<file path="src/hw/rtl/nit_pkg.sv">
// shared constants and types of the noise-indexed threshold interpolator
// no dependencies; imported by the channel interfaces, nit_lane and the top level

package nit_pkg;

    localparam int TABLE_DEPTH_DEF   = 16;
    localparam int FRACTION_BITS_DEF = 12;

    localparam int THR_W     = 12;   // one threshold
    localparam int THR_COUNT = 7;    // thresholds per table entry
    localparam int ENTRY_W   = 12;   // unscaled breakpoint
    localparam int IDX_W     = 4;    // entry index on the ports
    localparam int NOISE_W   = 16;   // query noise index, tenfold scale
    localparam int X_W       = 16;   // breakpoint times ten
    localparam int ROW_W     = ENTRY_W + THR_COUNT * THR_W;

    localparam int CFG_IDX_W  = 1;
    localparam int CFG_DATA_W = 5;

    localparam logic OP_WRITE = 1'b0;
    localparam logic OP_QUERY = 1'b1;

    localparam logic [CFG_IDX_W-1:0] CFG_ENTRY_COUNT = 1'b0;
    localparam logic [CFG_IDX_W-1:0] CFG_CORR_EN     = 1'b1;

    typedef enum logic [3:0] {
        ST_IDLE,
        ST_FIRST,
        ST_LAST,
        ST_SCAN,
        ST_RD_LO,
        ST_RD_HI,
        ST_TAKE_HI,
        ST_MUL,
        ST_PREP,
        ST_DIV,
        ST_DONE
    } t_state;

    // per-cycle commands from the sequencer to the threshold lanes
    typedef struct packed {
        logic take_lo;
        logic take_hi;
        logic mul_step;
        logic div_init;
        logic div_step;
        logic zero_span;
    } t_lane_ctl;

endpackage

</file>
<file path="src/hw/rtl/nit_in_if.sv">
// input channel of the interpolator: table writes and noise queries
// depends on nit_pkg

interface nit_in_if;
    import nit_pkg::*;

    logic               valid;
    logic               ready;
    logic               opcode;
    logic [IDX_W-1:0]   entry_index;
    logic [ENTRY_W-1:0] entry_noise;
    logic [THR_W-1:0]   entry_spot_low;
    logic [THR_W-1:0]   entry_spot_high;
    logic [THR_W-1:0]   entry_spot;
    logic [THR_W-1:0]   entry_spot_strength;
    logic [THR_W-1:0]   entry_color_low_dot;
    logic [THR_W-1:0]   entry_color_low_line;
    logic [THR_W-1:0]   entry_color_high;
    logic [NOISE_W-1:0] query_noise;

    modport source (
        output valid, opcode, entry_index, entry_noise, entry_spot_low, entry_spot_high,
               entry_spot, entry_spot_strength, entry_color_low_dot, entry_color_low_line,
               entry_color_high, query_noise,
        input  ready
    );

    modport sink (
        input  valid, opcode, entry_index, entry_noise, entry_spot_low, entry_spot_high,
               entry_spot, entry_spot_strength, entry_color_low_dot, entry_color_low_line,
               entry_color_high, query_noise,
        output ready
    );

endinterface

</file>
<file path="src/hw/rtl/nit_out_if.sv">
// output channel of the interpolator: interpolated thresholds and entries used
// depends on nit_pkg

interface nit_out_if;
    import nit_pkg::*;

    logic             valid;
    logic             ready;
    logic [THR_W-1:0] spot_low;
    logic [THR_W-1:0] spot_high;
    logic [THR_W-1:0] spot_level;
    logic [THR_W-1:0] spot_strength;
    logic [THR_W-1:0] color_low_dot;
    logic [THR_W-1:0] color_low_line;
    logic [THR_W-1:0] color_high;
    logic [IDX_W-1:0] lower_entry;
    logic [IDX_W-1:0] upper_entry;
    logic             enable_out;

    modport source (
        output valid, spot_low, spot_high, spot_level, spot_strength, color_low_dot,
               color_low_line, color_high, lower_entry, upper_entry, enable_out,
        input  ready
    );

    modport sink (
        input  valid, spot_low, spot_high, spot_level, spot_strength, color_low_dot,
               color_low_line, color_high, lower_entry, upper_entry, enable_out,
        output ready
    );

endinterface

</file>
<file path="src/hw/rtl/nit_ram.sv">
// generic single-write, single-read ram with registered read data
// no dependencies

module nit_ram #(
    parameter  int WIDTH = 8,
    parameter  int DEPTH = 16,
    localparam int AW    = (DEPTH > 1) ? $clog2(DEPTH) : 1
) (
    input  logic             i_clk,
    input  logic             i_we,
    input  logic [AW-1:0]    i_waddr,
    input  logic [WIDTH-1:0] i_wdata,
    input  logic [AW-1:0]    i_raddr,
    output logic [WIDTH-1:0] o_rdata
);

    logic [WIDTH-1:0] r_mem [DEPTH];
    logic [WIDTH-1:0] r_rdata;

    always_ff @(posedge i_clk) begin
        if (i_we) begin
            r_mem[i_waddr] <= i_wdata;
        end
        r_rdata <= r_mem[i_raddr];
    end

    assign o_rdata = r_rdata;

endmodule

</file>
<file path="src/hw/rtl/nit_lane.sv">
// one threshold lane: bit-serial multiply of the y difference by the distance,
// then restoring division by the span, one quotient bit per cycle; uses nit_pkg

module nit_lane #(
    parameter int FRACTION_BITS = nit_pkg::FRACTION_BITS_DEF
) (
    input  logic                      i_clk,
    input  nit_pkg::t_lane_ctl        i_ctl,
    input  logic [nit_pkg::THR_W-1:0] i_y,
    input  logic [nit_pkg::X_W-1:0]   i_dist,
    input  logic [nit_pkg::X_W-1:0]   i_span,
    output logic [nit_pkg::THR_W-1:0] o_result
);
    import nit_pkg::*;

    localparam int PROD_W = THR_W + X_W;
    localparam int QW     = THR_W + FRACTION_BITS;

    logic [THR_W-1:0]  r_y1;
    logic              r_neg;
    logic [THR_W-1:0]  r_mag;
    logic [PROD_W-1:0] r_acc;
    logic [X_W-1:0]    r_rem;
    logic [QW-1:0]     r_dq;

    logic [PROD_W-1:0] n_acc;
    logic [X_W-1:0]    n_rem;
    logic [X_W:0]      rem_shift;
    logic [X_W:0]      rem_sub;
    logic              quo_bit;
    logic              y_below;
    logic [QW-1:0]     base;
    logic [QW-1:0]     combined;

    assign y_below = i_y < r_y1;

    // msb-first shift and add over the magnitude bits
    assign n_acc = {r_acc[PROD_W-2:0], 1'b0} + (r_mag[THR_W-1] ? PROD_W'(i_dist) : '0);

    // remainder stays below the span, so 17 bits cover the shifted value
    assign rem_shift = {r_rem, r_dq[QW-1]};
    assign rem_sub   = rem_shift - {1'b0, i_span};
    assign quo_bit   = rem_shift >= {1'b0, i_span};
    assign n_rem     = quo_bit ? rem_sub[X_W-1:0] : rem_shift[X_W-1:0];

    always_ff @(posedge i_clk) begin
        if (i_ctl.take_lo) begin
            r_y1 <= i_y;
        end
        if (i_ctl.take_hi) begin
            r_neg <= y_below;
            r_mag <= y_below ? (r_y1 - i_y) : (i_y - r_y1);
            r_acc <= '0;
        end else if (i_ctl.mul_step) begin
            r_acc <= n_acc;
            r_mag <= {r_mag[THR_W-2:0], 1'b0};
        end
        // dividend is product << fraction; its top part already sits below the span
        if (i_ctl.div_init) begin
            r_rem <= r_acc[PROD_W-1:THR_W];
            r_dq  <= {r_acc[THR_W-1:0], {FRACTION_BITS{1'b0}}};
        end else if (i_ctl.div_step) begin
            r_rem <= n_rem;
            r_dq  <= {r_dq[QW-2:0], quo_bit};
        end
    end

    // floor shift of y1 << f +/- q, kept modulo the 12 result bits
    assign base     = {r_y1, {FRACTION_BITS{1'b0}}};
    assign combined = r_neg ? (base - r_dq) : (base + r_dq);
    assign o_result = i_ctl.zero_span ? r_y1 : combined[QW-1:FRACTION_BITS];

endmodule

</file>
<file path="src/hw/rtl/noise_indexed_threshold_interpolator.sv">
// top level: table ram, bracket search sequencer and seven threshold lanes
// depends on nit_pkg, nit_in_if, nit_out_if, nit_ram, nit_lane
// a write word is taken while idle; a query word runs through ST_FIRST, ST_LAST, the bracket
// scan in ST_SCAN (one table ram read per step), ST_RD_LO, ST_RD_HI and ST_TAKE_HI,
// then the multiply steps, ST_PREP and the divide steps in the lanes, and ST_DONE
// ST_DONE waits for a free output register; the next word is taken once back in idle
// reset: sequencer idle, no result pending, entry_count = 1, correction_enable = 0,
// table contents undefined until written (no clearing pass)

module noise_indexed_threshold_interpolator #(
    parameter int TABLE_DEPTH   = nit_pkg::TABLE_DEPTH_DEF,
    parameter int FRACTION_BITS = nit_pkg::FRACTION_BITS_DEF
) (
    input  logic                           i_clk,
    input  logic                           i_rst_n,
    nit_in_if.sink                         i_in,
    nit_out_if.source                      o_out,
    input  logic                           i_cfg_we,
    input  logic [nit_pkg::CFG_IDX_W-1:0]  i_cfg_idx,
    input  logic [nit_pkg::CFG_DATA_W-1:0] i_cfg_data
);
    import nit_pkg::*;

    localparam int AW       = (TABLE_DEPTH > 1) ? $clog2(TABLE_DEPTH) : 1;
    localparam int QW       = THR_W + FRACTION_BITS;
    localparam int CNT_W    = $clog2(QW);
    localparam int MUL_LAST = THR_W - 1;
    localparam int DIV_LAST = QW - 1;

    function automatic logic [X_W-1:0] scale10(input logic [ENTRY_W-1:0] v);
        return X_W'({v, 3'b000}) + X_W'({v, 1'b0});
    endfunction

    t_state r_state, n_state;

    logic [CFG_DATA_W-1:0] r_entry_count;
    logic                  r_corr_en;
    logic                  r_out_valid;
    logic [CNT_W-1:0]      r_cnt;

    logic [NOISE_W-1:0] r_cur;
    logic [X_W-1:0]     r_xa;
    logic [X_W-1:0]     r_xlo;
    logic [X_W-1:0]     r_dist;
    logic [X_W-1:0]     r_span;
    logic [AW-1:0]      r_i;
    logic [AW-1:0]      r_lo;
    logic [AW-1:0]      r_hi;
    logic [THR_W-1:0]   r_thr [THR_COUNT];
    logic [IDX_W-1:0]   r_lower;
    logic [IDX_W-1:0]   r_upper;
    logic               r_enable;

    logic               in_acc;
    logic               query_acc;
    logic               ram_we;
    logic [ROW_W-1:0]   ram_wdata;
    logic [AW-1:0]      ram_raddr;
    logic [ROW_W-1:0]   ram_rdata;
    logic [X_W-1:0]     x_rd;
    logic [AW-1:0]      last_idx;
    logic [AW:0]        i_inc_wide;
    logic [AW-1:0]      i_inc;
    logic               below;
    logic               above;
    logic               between;
    logic               eq_a;
    logic               eq_b;
    logic               more;
    logic               out_free;
    logic               in_ready;
    t_lane_ctl          lane_ctl;
    logic [THR_W-1:0]   lane_res [THR_COUNT];

    assign in_acc    = i_in.valid && in_ready;
    assign query_acc = in_acc && (i_in.opcode == OP_QUERY);
    assign ram_we    = in_acc && (i_in.opcode == OP_WRITE)
                       && (32'(i_in.entry_index) < TABLE_DEPTH);
    assign ram_wdata = {i_in.entry_color_high, i_in.entry_color_low_line,
                        i_in.entry_color_low_dot, i_in.entry_spot_strength, i_in.entry_spot,
                        i_in.entry_spot_high, i_in.entry_spot_low, i_in.entry_noise};
    assign i_in.ready = in_ready;

    nit_ram #(
        .WIDTH (ROW_W),
        .DEPTH (TABLE_DEPTH)
    ) u_table (
        .i_clk   (i_clk),
        .i_we    (ram_we),
        .i_waddr (AW'(i_in.entry_index)),
        .i_wdata (ram_wdata),
        .i_raddr (ram_raddr),
        .o_rdata (ram_rdata)
    );

    assign x_rd = scale10(ram_rdata[ENTRY_W-1:0]);

    // entry count of zero acts as one, beyond the table as the table depth
    always_comb begin
        if (r_entry_count == '0) begin
            last_idx = '0;
        end else if (32'(r_entry_count) > TABLE_DEPTH) begin
            last_idx = AW'(TABLE_DEPTH - 1);
        end else begin
            last_idx = AW'(r_entry_count - CFG_DATA_W'(1));
        end
    end

    // search flags: r_xa holds breakpoint i scaled, the ram word is breakpoint i+1
    assign i_inc_wide = {1'b0, r_i} + (AW + 1)'(1);
    assign i_inc      = i_inc_wide[AW-1:0];
    assign below      = r_cur <= r_xa;
    assign above      = r_cur >= x_rd;
    assign between    = (r_xa < r_cur) && (r_cur < x_rd);
    assign eq_a       = r_cur == r_xa;
    assign eq_b       = r_cur == x_rd;
    assign more       = i_inc_wide < {1'b0, last_idx};
    assign out_free   = !r_out_valid || o_out.ready;

    // next state
    always_comb begin
        n_state = r_state;
        unique case (r_state)
            ST_IDLE: begin
                if (query_acc) n_state = ST_FIRST;
            end
            ST_FIRST:   n_state = ST_LAST;
            ST_LAST: begin
                n_state = (below || above) ? ST_RD_LO : ST_SCAN;
            end
            ST_SCAN: begin
                if (between || eq_a || eq_b || !more) n_state = ST_RD_LO;
            end
            ST_RD_LO:   n_state = ST_RD_HI;
            ST_RD_HI:   n_state = ST_TAKE_HI;
            ST_TAKE_HI: n_state = ST_MUL;
            ST_MUL: begin
                if (r_cnt == CNT_W'(MUL_LAST)) n_state = ST_PREP;
            end
            ST_PREP:    n_state = ST_DIV;
            ST_DIV: begin
                if (r_cnt == CNT_W'(DIV_LAST)) n_state = ST_DONE;
            end
            ST_DONE: begin
                if (out_free) n_state = ST_IDLE;
            end
            default:    n_state = ST_IDLE;
        endcase
    end

    // sequencer outputs: ram read address, input ready, lane commands
    always_comb begin
        in_ready  = 1'b0;
        ram_raddr = '0;
        lane_ctl  = '0;
        unique case (r_state)
            ST_IDLE:    in_ready = 1'b1;
            ST_FIRST:   ram_raddr = last_idx;
            ST_LAST:    ram_raddr = AW'(1);
            ST_SCAN:    ram_raddr = r_i + AW'(2);
            ST_RD_LO:   ram_raddr = r_lo;
            ST_RD_HI: begin
                ram_raddr        = r_hi;
                lane_ctl.take_lo = 1'b1;
            end
            ST_TAKE_HI: lane_ctl.take_hi  = 1'b1;
            ST_MUL:     lane_ctl.mul_step = 1'b1;
            ST_PREP:    lane_ctl.div_init = 1'b1;
            ST_DIV:     lane_ctl.div_step = 1'b1;
            ST_DONE:    ;
            default:    ;
        endcase
        lane_ctl.zero_span = (r_lo == r_hi);
    end

    always_ff @(posedge i_clk) begin
        if (!i_rst_n) begin
            r_state       <= ST_IDLE;
            r_entry_count <= CFG_DATA_W'(1);
            r_corr_en     <= 1'b0;
            r_out_valid   <= 1'b0;
            r_cnt         <= '0;
        end else begin
            r_state <= n_state;
            if (i_cfg_we) begin
                unique case (i_cfg_idx)
                    CFG_ENTRY_COUNT: r_entry_count <= i_cfg_data;
                    CFG_CORR_EN:     r_corr_en     <= i_cfg_data[0];
                    default:         ;
                endcase
            end
            if (r_state == ST_DONE && out_free) begin
                r_out_valid <= 1'b1;
            end else if (o_out.ready) begin
                r_out_valid <= 1'b0;
            end
            if ((r_state == ST_MUL && r_cnt != CNT_W'(MUL_LAST)) || r_state == ST_DIV) begin
                r_cnt <= r_cnt + CNT_W'(1);
            end else begin
                r_cnt <= '0;
            end
        end
    end

    always_ff @(posedge i_clk) begin
        unique case (r_state)
            ST_IDLE: begin
                if (query_acc) r_cur <= i_in.query_noise;
            end
            ST_FIRST: r_xa <= x_rd;
            ST_LAST: begin
                priority if (below) begin
                    r_lo <= '0;
                    r_hi <= '0;
                end else if (above) begin
                    r_lo <= last_idx;
                    r_hi <= last_idx;
                end else begin
                    r_i <= '0;
                end
            end
            ST_SCAN: begin
                priority if (between) begin
                    r_lo <= r_i;
                    r_hi <= i_inc;
                end else if (eq_a) begin
                    r_lo <= r_i;
                    r_hi <= r_i;
                end else if (eq_b) begin
                    r_lo <= i_inc;
                    r_hi <= i_inc;
                end else if (more) begin
                    r_xa <= x_rd;
                    r_i  <= i_inc;
                end else begin
                    // unsorted table with no bracket falls back to entry 0
                    r_lo <= '0;
                    r_hi <= '0;
                end
            end
            ST_RD_HI: r_xlo <= x_rd;
            ST_TAKE_HI: begin
                r_span <= x_rd - r_xlo;
                r_dist <= r_cur - r_xlo;
            end
            ST_DONE: begin
                if (out_free) begin
                    for (int k = 0; k < THR_COUNT; k++) begin
                        r_thr[k] <= lane_res[k];
                    end
                    r_lower  <= IDX_W'(r_lo);
                    r_upper  <= IDX_W'(r_hi);
                    r_enable <= r_corr_en;
                end
            end
            default: ;
        endcase
    end

    for (genvar k = 0; k < THR_COUNT; k++) begin : g_lane
        nit_lane #(
            .FRACTION_BITS (FRACTION_BITS)
        ) u_lane (
            .i_clk    (i_clk),
            .i_ctl    (lane_ctl),
            .i_y      (ram_rdata[ENTRY_W + k*THR_W +: THR_W]),
            .i_dist   (r_dist),
            .i_span   (r_span),
            .o_result (lane_res[k])
        );
    end

    assign o_out.valid          = r_out_valid;
    assign o_out.spot_low       = r_thr[0];
    assign o_out.spot_high      = r_thr[1];
    assign o_out.spot_level     = r_thr[2];
    assign o_out.spot_strength  = r_thr[3];
    assign o_out.color_low_dot  = r_thr[4];
    assign o_out.color_low_line = r_thr[5];
    assign o_out.color_high     = r_thr[6];
    assign o_out.lower_entry    = r_lower;
    assign o_out.upper_entry    = r_upper;
    assign o_out.enable_out     = r_enable;

endmodule
</file>
<file path="src/flat_wrapper.sv">
// flat-port wrapper written by rule: the top's interface ports become plain ports
module noise_indexed_threshold_interpolator_flat import nit_pkg::*;
#(
    parameter int TABLE_DEPTH   = nit_pkg::TABLE_DEPTH_DEF,
    parameter int FRACTION_BITS = nit_pkg::FRACTION_BITS_DEF
)
  (i_clk, i_rst_n, i_cfg_we, i_cfg_idx, i_cfg_data, i_in_valid, i_in_opcode, i_in_entry_index, i_in_entry_noise, i_in_entry_spot_low, i_in_entry_spot_high, i_in_entry_spot, i_in_entry_spot_strength, i_in_entry_color_low_dot, i_in_entry_color_low_line, i_in_entry_color_high, i_in_query_noise, i_in_ready, o_out_valid, o_out_spot_low, o_out_spot_high, o_out_spot_level, o_out_spot_strength, o_out_color_low_dot, o_out_color_low_line, o_out_color_high, o_out_lower_entry, o_out_upper_entry, o_out_enable_out, o_out_ready);
  nit_in_if i_in_i ();
  nit_out_if o_out_i ();
  input  logic i_clk;
  input  logic i_rst_n;
  input  logic i_cfg_we;
  input  logic [nit_pkg::CFG_IDX_W-1:0] i_cfg_idx;
  input  logic [nit_pkg::CFG_DATA_W-1:0] i_cfg_data;
  input wire logic [$bits(i_in_i.valid)-1:0] i_in_valid;
  input wire logic [$bits(i_in_i.opcode)-1:0] i_in_opcode;
  input wire logic [$bits(i_in_i.entry_index)-1:0] i_in_entry_index;
  input wire logic [$bits(i_in_i.entry_noise)-1:0] i_in_entry_noise;
  input wire logic [$bits(i_in_i.entry_spot_low)-1:0] i_in_entry_spot_low;
  input wire logic [$bits(i_in_i.entry_spot_high)-1:0] i_in_entry_spot_high;
  input wire logic [$bits(i_in_i.entry_spot)-1:0] i_in_entry_spot;
  input wire logic [$bits(i_in_i.entry_spot_strength)-1:0] i_in_entry_spot_strength;
  input wire logic [$bits(i_in_i.entry_color_low_dot)-1:0] i_in_entry_color_low_dot;
  input wire logic [$bits(i_in_i.entry_color_low_line)-1:0] i_in_entry_color_low_line;
  input wire logic [$bits(i_in_i.entry_color_high)-1:0] i_in_entry_color_high;
  input wire logic [$bits(i_in_i.query_noise)-1:0] i_in_query_noise;
  output wire logic [$bits(i_in_i.ready)-1:0] i_in_ready;
  output wire logic [$bits(o_out_i.valid)-1:0] o_out_valid;
  output wire logic [$bits(o_out_i.spot_low)-1:0] o_out_spot_low;
  output wire logic [$bits(o_out_i.spot_high)-1:0] o_out_spot_high;
  output wire logic [$bits(o_out_i.spot_level)-1:0] o_out_spot_level;
  output wire logic [$bits(o_out_i.spot_strength)-1:0] o_out_spot_strength;
  output wire logic [$bits(o_out_i.color_low_dot)-1:0] o_out_color_low_dot;
  output wire logic [$bits(o_out_i.color_low_line)-1:0] o_out_color_low_line;
  output wire logic [$bits(o_out_i.color_high)-1:0] o_out_color_high;
  output wire logic [$bits(o_out_i.lower_entry)-1:0] o_out_lower_entry;
  output wire logic [$bits(o_out_i.upper_entry)-1:0] o_out_upper_entry;
  output wire logic [$bits(o_out_i.enable_out)-1:0] o_out_enable_out;
  input wire logic [$bits(o_out_i.ready)-1:0] o_out_ready;
  assign i_in_i.valid = i_in_valid;
  assign i_in_i.opcode = i_in_opcode;
  assign i_in_i.entry_index = i_in_entry_index;
  assign i_in_i.entry_noise = i_in_entry_noise;
  assign i_in_i.entry_spot_low = i_in_entry_spot_low;
  assign i_in_i.entry_spot_high = i_in_entry_spot_high;
  assign i_in_i.entry_spot = i_in_entry_spot;
  assign i_in_i.entry_spot_strength = i_in_entry_spot_strength;
  assign i_in_i.entry_color_low_dot = i_in_entry_color_low_dot;
  assign i_in_i.entry_color_low_line = i_in_entry_color_low_line;
  assign i_in_i.entry_color_high = i_in_entry_color_high;
  assign i_in_i.query_noise = i_in_query_noise;
  assign i_in_ready = i_in_i.ready;
  assign o_out_valid = o_out_i.valid;
  assign o_out_spot_low = o_out_i.spot_low;
  assign o_out_spot_high = o_out_i.spot_high;
  assign o_out_spot_level = o_out_i.spot_level;
  assign o_out_spot_strength = o_out_i.spot_strength;
  assign o_out_color_low_dot = o_out_i.color_low_dot;
  assign o_out_color_low_line = o_out_i.color_low_line;
  assign o_out_color_high = o_out_i.color_high;
  assign o_out_lower_entry = o_out_i.lower_entry;
  assign o_out_upper_entry = o_out_i.upper_entry;
  assign o_out_enable_out = o_out_i.enable_out;
  assign o_out_i.ready = o_out_ready;
  noise_indexed_threshold_interpolator #(.TABLE_DEPTH(TABLE_DEPTH), .FRACTION_BITS(FRACTION_BITS)) u_core (.i_clk(i_clk), .i_rst_n(i_rst_n), .i_in(i_in_i), .o_out(o_out_i), .i_cfg_we(i_cfg_we), .i_cfg_idx(i_cfg_idx), .i_cfg_data(i_cfg_data));
endmodule
</file>
<file path="config.mk">
export PLATFORM = sky130hd
export DESIGN_NAME = noise_indexed_threshold_interpolator_flat
export DESIGN_NICKNAME = d
export VERILOG_FILES = /design/src/hw/rtl/nit_pkg.sv /design/src/hw/rtl/nit_in_if.sv /design/src/hw/rtl/nit_out_if.sv /design/src/hw/rtl/nit_ram.sv /design/src/hw/rtl/nit_lane.sv /design/src/hw/rtl/noise_indexed_threshold_interpolator.sv /design/src/flat_wrapper.sv
export SDC_FILE = /design/constraint.sdc
export NUM_CORES = 2
export LEC_CHECK = 0
export BUFFER_PORTS_ARGS = -buffer_cell sky130_fd_sc_hd__buf_4
export CAP_MARGIN = 20
export CORE_ASPECT_RATIO = 0.6
export CORE_MARGIN = 4
export CORE_UTILIZATION = 40
export DETAILED_ROUTE_END_ITERATION = 8
export PLACE_DENSITY = 0.54
export SYNTH_ARGS = -nofsm -noshare
export SYNTH_HDL_FRONTEND = slang
export SYNTH_SLANG_ARGS = --single-unit
</file>
<file path="constraint.sdc">
create_clock -name i_clk -period 12.6 [get_ports i_clk]
set_input_delay 1.26 -clock i_clk [delete_from_list [all_inputs] [get_ports i_clk]]
set_output_delay 1.26 -clock i_clk [all_outputs]
set_load 0.02 [all_outputs]
</file>
Yosys cells after proc, flatten, opt, wreduce, memory -nomap -nowiden
Memories as Yosys holds them, arrays and structs flattened. A register that Yosys moved wholly into a read port is not among the register bits. Cells that the tools add are included. W data, S select, Z words.

Memories: 2. Word-level logic and storage cells: 318. Output and inout port bits: 95. Input port bits: 128. Bits in registers: 768. Memory bits (writable): 1620.

Multiplexer cells: 121. Eq/ne operators: 29. Add/sub/neg operators: 49. Bitwise gates (word level): 2. Order comparisons: 20. Reduce and logical (&&, ||, !) cells: 30.

Memories: u_core.u_table.r_mem (depth 16, width 96, rd ports 1, clocked after memory_dff 1, write ports 1, line nit_ram.sv:17) `logic [WIDTH-1:0] r_mem [DEPTH];`; u_core.r_thr (depth 7, width 12, rd ports 7, clocked after memory_dff 0, write ports 7, line noise_indexed_threshold_interpolator.sv:49) `logic [THR_W-1:0] r_thr [THR_COUNT];`.

Operators with widths (count): $mux W16 (32); $mux W24 (21); $mux W12 (28); $add A28 B16 Y28 (7); $add A24 B24 Y24 (7); $sub A12 B12 Y12 (14); $sub A24 B24 Y24 (7); $sub A16 B16 Y16 (9); $ge A17 B16 Y1 (7); $lt A12 B12 Y1 (7); $mux W4 (20); $pmux W4 S11 (1); $eq A16 B16 Y1 (2); $lt A16 B16 Y1 (2); $pmux W16 S2 (1); $pmux W4 S2 (3); $pmux W4 S5 (1); $add A15 B13 Y16 (1); $eq A4 B3 Y1 const B (4); $ge A16 B16 Y1 (1); $le A16 B16 Y1 (1); $mux W1 (13); $eq A4 B4 Y1 const B (3); $ne A2 B1 Y1 const B (6); other kinds (27) (53).

Longest topological paths before layout
Word-level depth: 9. Gate-level depth with buffers: 22. Mapped depth without buffers: 22.

Modules after synthesis
Synthesis repeated with hierarchy kept, for this count alone.

Cell total of the unflattened synthesis: 9341. Area, all modules: 121809.3 um^2.

Modules (own cells, without submodules): nit_ram (cells each 2460, times used 1, area each 59355.7 um^2, sequential area each 48046.1 um^2); nit_lane (u_core.g_lane[0].u_lane ...) (cells each 874, times used 5, area each 7541.0 um^2, sequential area each 2392.3 um^2); noise_indexed_threshold_interpolator (cells each 743, times used 1, area each 9496.6 um^2, sequential area each 5785.5 um^2); nit_lane (u_core.g_lane[6].u_lane) (cells each 887, times used 1, area each 7684.9 um^2, sequential area each 2392.3 um^2); nit_lane (u_core.g_lane[1].u_lane) (cells each 881, times used 1, area each 7567.3 um^2, sequential area each 2392.3 um^2).

Worst setup path before layout
OpenSTA, ideal clock, no wires.

Path type: flip-flop to flip-flop. Start point: register u_core.r_state[0]. End point: memory u_core.u_table.r_mem[0][0] (netlist name) (enable). Data required time: 11.930 ns. Setup slack: 3.182 ns. Clock period less this slack: 9.418 ns. Path buffers: 1. Cell stages (with the launch flop): 7. Arrival time: 8.749 ns. Setup time: 0.670 ns. Cell sequence: dfxtp_1 buf_1 nor4_1 nand2_1 or2_2 or3_1 nor3_1.

Longest elaborated chain between the ends: 6.

RTL lines: start, declared (line noise_indexed_threshold_interpolator.sv:34) `t_state r_state, n_state;`; start signal, assigned (line noise_indexed_threshold_interpolator.sv:184) `r_state <= n_state;`; $logic_not A4 Y1 (line noise_indexed_threshold_interpolator.sv:156) `unique case (r_state)`; $mux W1 (line noise_indexed_threshold_interpolator.sv:156); via i_in_ready (line flat_wrapper.sv:27) `output wire logic [$bits(i_in_i.ready)-1:0] i_in_ready;`; $logic_and A1 B1 Y1 (line noise_indexed_threshold_interpolator.sv:75) `assign in_acc = i_in.valid && in_ready;`; $logic_and A1 B1 Y1 (line noise_indexed_threshold_interpolator.sv:77) `assign ram_we = in_acc && (i_in.opcode == OP_WRITE)`; $mux W1 (line nit_ram.sv:21) `if (i_we) begin`; $mux W1 (not written as such) (line nit_ram.sv:22) `r_mem[i_waddr] <= i_wdata;`; end, declared (line nit_ram.sv:17).

The timed path passes the listed nets, and every way through them passes these cells.

Worst setup path in the final report
Start point: register u_core.u_table.r_rdata[0] (netlist: u_core.u_table.o_rdata[0]), read port of u_core.u_table.r_mem. End point: register u_core.r_lo[0] (enable).

Longest elaborated chain between the ends: 5. Elaborated cells between the ends (all ways): 8. Classes of those cells: add/sub: 1; order compare: 2; eq/ne: 3; reduce/logical: 2.

RTL lines: start, declared (line nit_ram.sv:18) `logic [WIDTH-1:0] r_rdata;`; $add A15 B13 Y16 * (line noise_indexed_threshold_interpolator.sv:31) `return X_W'({v, 3'b000}) + X_W'({v, 1'b0});`; via u_core.x_rd[13] (line noise_indexed_threshold_interpolator.sv:60) `logic [X_W-1:0] x_rd;`; $lt A16 B16 Y1 (line noise_indexed_threshold_interpolator.sv:114) `assign between = (r_xa < r_cur) && (r_cur < x_rd);`; $logic_and A1 B1 Y1 (line noise_indexed_threshold_interpolator.sv:114); $ne A5 B2 Y1 (no source line); $reduce_and A3 Y1 (no source line) *; end signal, assigned (line noise_indexed_threshold_interpolator.sv:216) `r_lo <= last_idx;`; end signal, assigned (line noise_indexed_threshold_interpolator.sv:224) `r_lo <= r_i;`; end signal, assigned (line noise_indexed_threshold_interpolator.sv:227) `r_lo <= r_i;`; end, declared (line noise_indexed_threshold_interpolator.sv:47) `logic [AW-1:0] r_lo;`.

Mark *: on every way through the listed nets, which the timed path passes. The rest lies on a longest branch. A chain may end at the register's enable or synchronous reset.

==> results.md <==
- Resized cells post-CTS: 0
- Count of state elements after synthesis: around 2500
- Dominant register cell in the synthesized netlist: sky130_fd_sc_hd__edfxtp_1
- Cell area after placement: 125500 um^2
- Combinational power share: 26.5%
- Number of failing setup endpoints in the final timing report: 0
- Maximum number of pins on one net before global-route repair: 138
- Net switching power: approximately 7.1 mW
- Average footprint of a synthesized cell: 12.93 um^2
- Length of the first detailed-routing pass in iterations: 6
- Critical Path Start Type: register
- Number of buffers added on ports: 222
- Worst clock skew: 0.08095 ns
- Slowest cell delay on critical path: 0.72 ns
- Clock input transition at the sequential cells of the worst setup and hold paths: 0.07 ns
- Residual overflow from global routing: 0
- Via count: 75670
- Static Leakage: 47.83 nW
- Worst VDD drop: 0.1833 mV
- Sum of negative setup slack: 0 ns
- Die Span X: 713.5 um
- Clock network fraction of design power: between 30% and 40%
- Post-Syn Nets: 10000
- Final critical path time including I/O delays and setup: 5.484 ns
- Fraction of final layout cells with drive strength greater than 1: 12.16%
- Antenna violations before repair: 39
- Outcome: finished, final reports clean
- RSZ-0062 raised after global routing: no
- Via count of the first global-routing pass: 74030
- Number of clock sinks seen by CTS: between 2000 and 2500
- Async S/R FF share, synth: 0%
- Slew HR: roughly a quarter
- Unique masters post-synth: 106
- Average wire length per cell after detail routing: 23.81 um
- Final weighted congestion of routability-driven global placement: between 0.8 and 0.9
- Final worst-path cycle share: 43.53%
- WP buf/inv: 1
- Synth-to-layout area growth: 11.62%
- Boundary Pins: around 220
- Transition time at the pin with the least slew margin: 1.111 ns
- Setup Crit Path Kind: register to register
- Seq pwr share: 42.2%
- Clock latency on the worst-skew pair: 0.89 ns
- Achievable frequency: 0.1823 GHz
- Power density over the cells: 174.6 nW/um^2
- Std cell rows: about 160
- Max-cap violations: 0
- Worst hold margin: 0.4495 ns
- Crit-path slowest cell: sky130_fd_sc_hd__a21oi_1
- Post-synth EDFFs: 2089
- Hold Vio Cnt, Final: 0
- Gate family responsible for the most delay along the worst path: compound AO/OA/AOI/OAI gates
- Finished Layout Cells: 13620
- Seq/Total Area, Yosys: 59.09%
- HP Class: register to register
- Proportion of total power due to net switching: between 30% and 40%
- Internal power consumption: 16.22 mW
- Total Nets Final: 10180
- Initial drt markers: 7249
- Number of synthesis warnings: 0
- Post-synthesis cell area: 119400 um^2
- Starting Density: 40.17%
- TritonCTS Buffers: 233
- CP cell instances: ha_1 > fa_1 > a21o_1 > a21oi_1 > o21bai_1 > a21oi_1 > o21ai_0 > a21o_1 > a21o_1 > xor2_1 > inv_1 > ha_1 > nand4_1 > nor2_1 > nand2_1 > a211oi_1 > a211o_1 > maj3_1 > a21oi_2 > nor3_1 > a21oi_1
- Hold_buf cts: 0
- Detail Placement HPWL: between 200 and 250 mm
- Endpoint arrival time on the critical path: 5.96 ns
- Req. time, crit path: 13.07 ns
- Crit end category: register
- Die outline area: 307700 um^2
- Residual DRC count: 0
- Placed insts: 13180
- Per-cell via count in the routed design: 5.554
- Root Buffer: sky130_fd_sc_hd__clkbuf_16
- Cell area after layout: 133300 um^2
- Wire length of the first global-routing pass: 482.5 mm
- Synthesized instance count: 9236
- TritonCTS clock tree: yes
- Number of nets with antenna violations after routing: 0
- Buffers from clock root to sink, at most: 4
- Number of filler instances in the final layout: 26570
- Core region area: 297300 um^2
- Setup Buffers After CTS: 0
- Global routing usage summed across all routing layers: 20.59%
- Detailed Route WL: 324.3 mm
- Critical path peak fanout: 8
- Die Y: 431.3 um
- H-tree levels: 4
- Utilization of the core after routing: between 40% and 50%
- Slew Limit Fails: 0
==> path summary, 6_finish.rpt <==
path                                                                      to  slack [ns]                                    startpoint  cells after the start
worst min register to register  u_core.g_lane[5].u_lane.r_dq[5]$_SDFFE_PP0P_        0.45  u_core.g_lane[5].u_lane.r_dq[4]$_SDFFE_PP0P_                      2
worst min-delay path            u_core.g_lane[5].u_lane.r_dq[5]$_SDFFE_PP0P_        0.45  u_core.g_lane[5].u_lane.r_dq[4]$_SDFFE_PP0P_                      2
worst max-delay path                                u_core.r_lo[0]$_DFFE_PP_        7.12             u_core.u_table.o_rdata[0]$_DFF_P_                     21
worst max register to register                      u_core.r_lo[0]$_DFFE_PP_        7.12             u_core.u_table.o_rdata[0]$_DFF_P_                     21
==> registers in the layout (all words and copies together) (netlist names), 15 cells and up <==
| signal | count |
|---|---|
| u_core.g_lane.u_lane.r_acc | 196 |
| u_core.g_lane.u_lane.r_dq | 168 |
| u_core.g_lane.u_lane.r_mag | 84 |
| u_core.g_lane.u_lane.r_rem | 112 |
| u_core.g_lane.u_lane.r_y1 | 84 |
| u_core.r_cur | 16 |
| u_core.r_dist | 16 |
| u_core.r_span | 15 |
| u_core.r_thr | 84 |
| u_core.r_xa | 15 |
| u_core.r_xlo | 15 |
| u_core.u_table.o_rdata | 96 |
| u_core.u_table.r_mem | 1536 |
==> worst min-delay path, delay by kind of cell (launching register included) <==
| family | cells | cell delay [ns] |
|---|---|---|
| flops | 1 | 0.32 |
| compound gates | 1 | 0.06 |
| simple gates | 1 | 0.05 |
==> layer usage <==
| layer | vias to the layer above | track usage [%] | routed length (um) |
|---|---|---|---|
| met5 | - | 0 | 15 |
| met3 | 383 | 2.655 | 19310 |
| met4 | 2 | 3.970 | 6477 |
| met2 | 2263 | 31.20 | 141300 |
| li1 | 34780 | - | - |
| met1 | 38240 | 31.71 | 157200 |
==> logic make-up (layout without fill, tap and decap cells) <==
logic type,after synthesis,after routing,synth area share [%]
DFF,2481,2481,59.09
and+or+nand+nor,2373,2373,9.168
AOI/OAI and AO/OA,1831,1831,9.534
buffers and inverters,893,1267,3.093
adders and majority gates,639,639,6.928
muxes,604,604,9.116
xor gates and xnor gates,415,415,3.070
other,0,10,0
==> cells in the final DEF, fill, tap and decap left out, types with 33 or more instances in the layout <==
| cell type | netlist | routed |
|---|---|---|
| sky130_fd_sc_hd__xor2_1 | 159 | 159 |
| sky130_fd_sc_hd__a31oi_1 | 138 | 138 |
| sky130_fd_sc_hd__nand2_1 | 947 | 945 |
| sky130_fd_sc_hd__clkinv_1 | 1 | 39 |
| sky130_fd_sc_hd__mux2i_1 | 190 | 190 |
| sky130_fd_sc_hd__clkbuf_16 | 0 | 244 |
| sky130_fd_sc_hd__edfxtp_1 | 2089 | 2089 |
| sky130_fd_sc_hd__a21oi_1 | 461 | 461 |
| sky130_fd_sc_hd__or3_1 | 33 | 33 |
| sky130_fd_sc_hd__inv_1 | 519 | 516 |
| sky130_fd_sc_hd__nor3_1 | 137 | 132 |
| sky130_fd_sc_hd__nand4_1 | 56 | 56 |
| sky130_fd_sc_hd__clkinv_2 | 0 | 39 |
| sky130_fd_sc_hd__a21o_1 | 131 | 131 |
| sky130_fd_sc_hd__a211oi_1 | 142 | 142 |
| sky130_fd_sc_hd__o21bai_1 | 35 | 35 |
| sky130_fd_sc_hd__o21a_1 | 45 | 44 |
| sky130_fd_sc_hd__nand3_1 | 100 | 99 |
| sky130_fd_sc_hd__clkbuf_1 | 248 | 46 |
| sky130_fd_sc_hd__nor2b_1 | 93 | 92 |
| sky130_fd_sc_hd__and3_1 | 55 | 55 |
| sky130_fd_sc_hd__nor2_1 | 539 | 525 |
| sky130_fd_sc_hd__and2_1 | 227 | 227 |
| sky130_fd_sc_hd__fa_1 | 38 | 38 |
| sky130_fd_sc_hd__mux4_2 | 384 | 384 |
| sky130_fd_sc_hd__o21ai_0 | 541 | 539 |
| sky130_fd_sc_hd__ha_1 | 598 | 598 |
| sky130_fd_sc_hd__nand2b_1 | 64 | 64 |
| sky130_fd_sc_hd__nor4_1 | 45 | 45 |
| sky130_fd_sc_hd__buf_4 | 19 | 297 |
| sky130_fd_sc_hd__dfxtp_1 | 392 | 391 |
| sky130_fd_sc_hd__o211ai_1 | 35 | 35 |
| sky130_fd_sc_hd__xnor2_1 | 254 | 254 |
==> metrics by stage <==
step                      setup WS, ns  total power, mW
after floorplan                  3.182            14.49
after global placement           7.094            16.12
after detailed placement         7.045            16.17
after CTS                        7.046            23.51
after global routing             6.677            24.50
final                            7.116            23.27
==> power by group through the flow <==
stage	Combinational, mW	Clock, mW	Sequential (mW)
after floorplan	4.76	0	9.73
after global placement	6.09	0	10.0
after detailed placement	6.14	0	10.0
after CTS	6.18	7.48	9.86
after global routing	6.82	7.81	9.86
final	6.16	7.29	9.82
==> cells in the mapped netlist (142+ instances only) <==
cell | count | share of area (%)
sky130_fd_sc_hd__a211oi_1 | 142 | 0.89
sky130_fd_sc_hd__clkbuf_1 | 248 | 0.78
sky130_fd_sc_hd__dfxtp_1 | 392 | 6.6
sky130_fd_sc_hd__xor2_1 | 159 | 1.2
sky130_fd_sc_hd__mux2i_1 | 190 | 1.6
sky130_fd_sc_hd__ha_1 | 598 | 6.3
sky130_fd_sc_hd__nand2_1 | 947 | 3.0
sky130_fd_sc_hd__nor2_1 | 539 | 1.7
sky130_fd_sc_hd__and2_1 | 227 | 1.2
sky130_fd_sc_hd__xnor2_1 | 254 | 1.9
sky130_fd_sc_hd__edfxtp_1 | 2089 | 53
sky130_fd_sc_hd__a21oi_1 | 461 | 1.9
sky130_fd_sc_hd__o21ai_0 | 541 | 2.3
sky130_fd_sc_hd__mux4_2 | 384 | 7.2
sky130_fd_sc_hd__inv_1 | 519 | 1.6
==> area by class of cell <==
type	count	area (um^2)	share of cell area (%)
Antenna cell	10	25.02	0.01877
Sequential cell	2481	70580	52.94
Timing Repair Buffer	316	2580	1.935
Tap cell	4003	5009	3.757
Inverter	521	1966	1.474
Multi-Input combinational cell	5862	45380	34.04
Clock inverter	131	1374	1.031
Clock buffer	299	6402	4.802
Power figures use the tool's default switching activity.
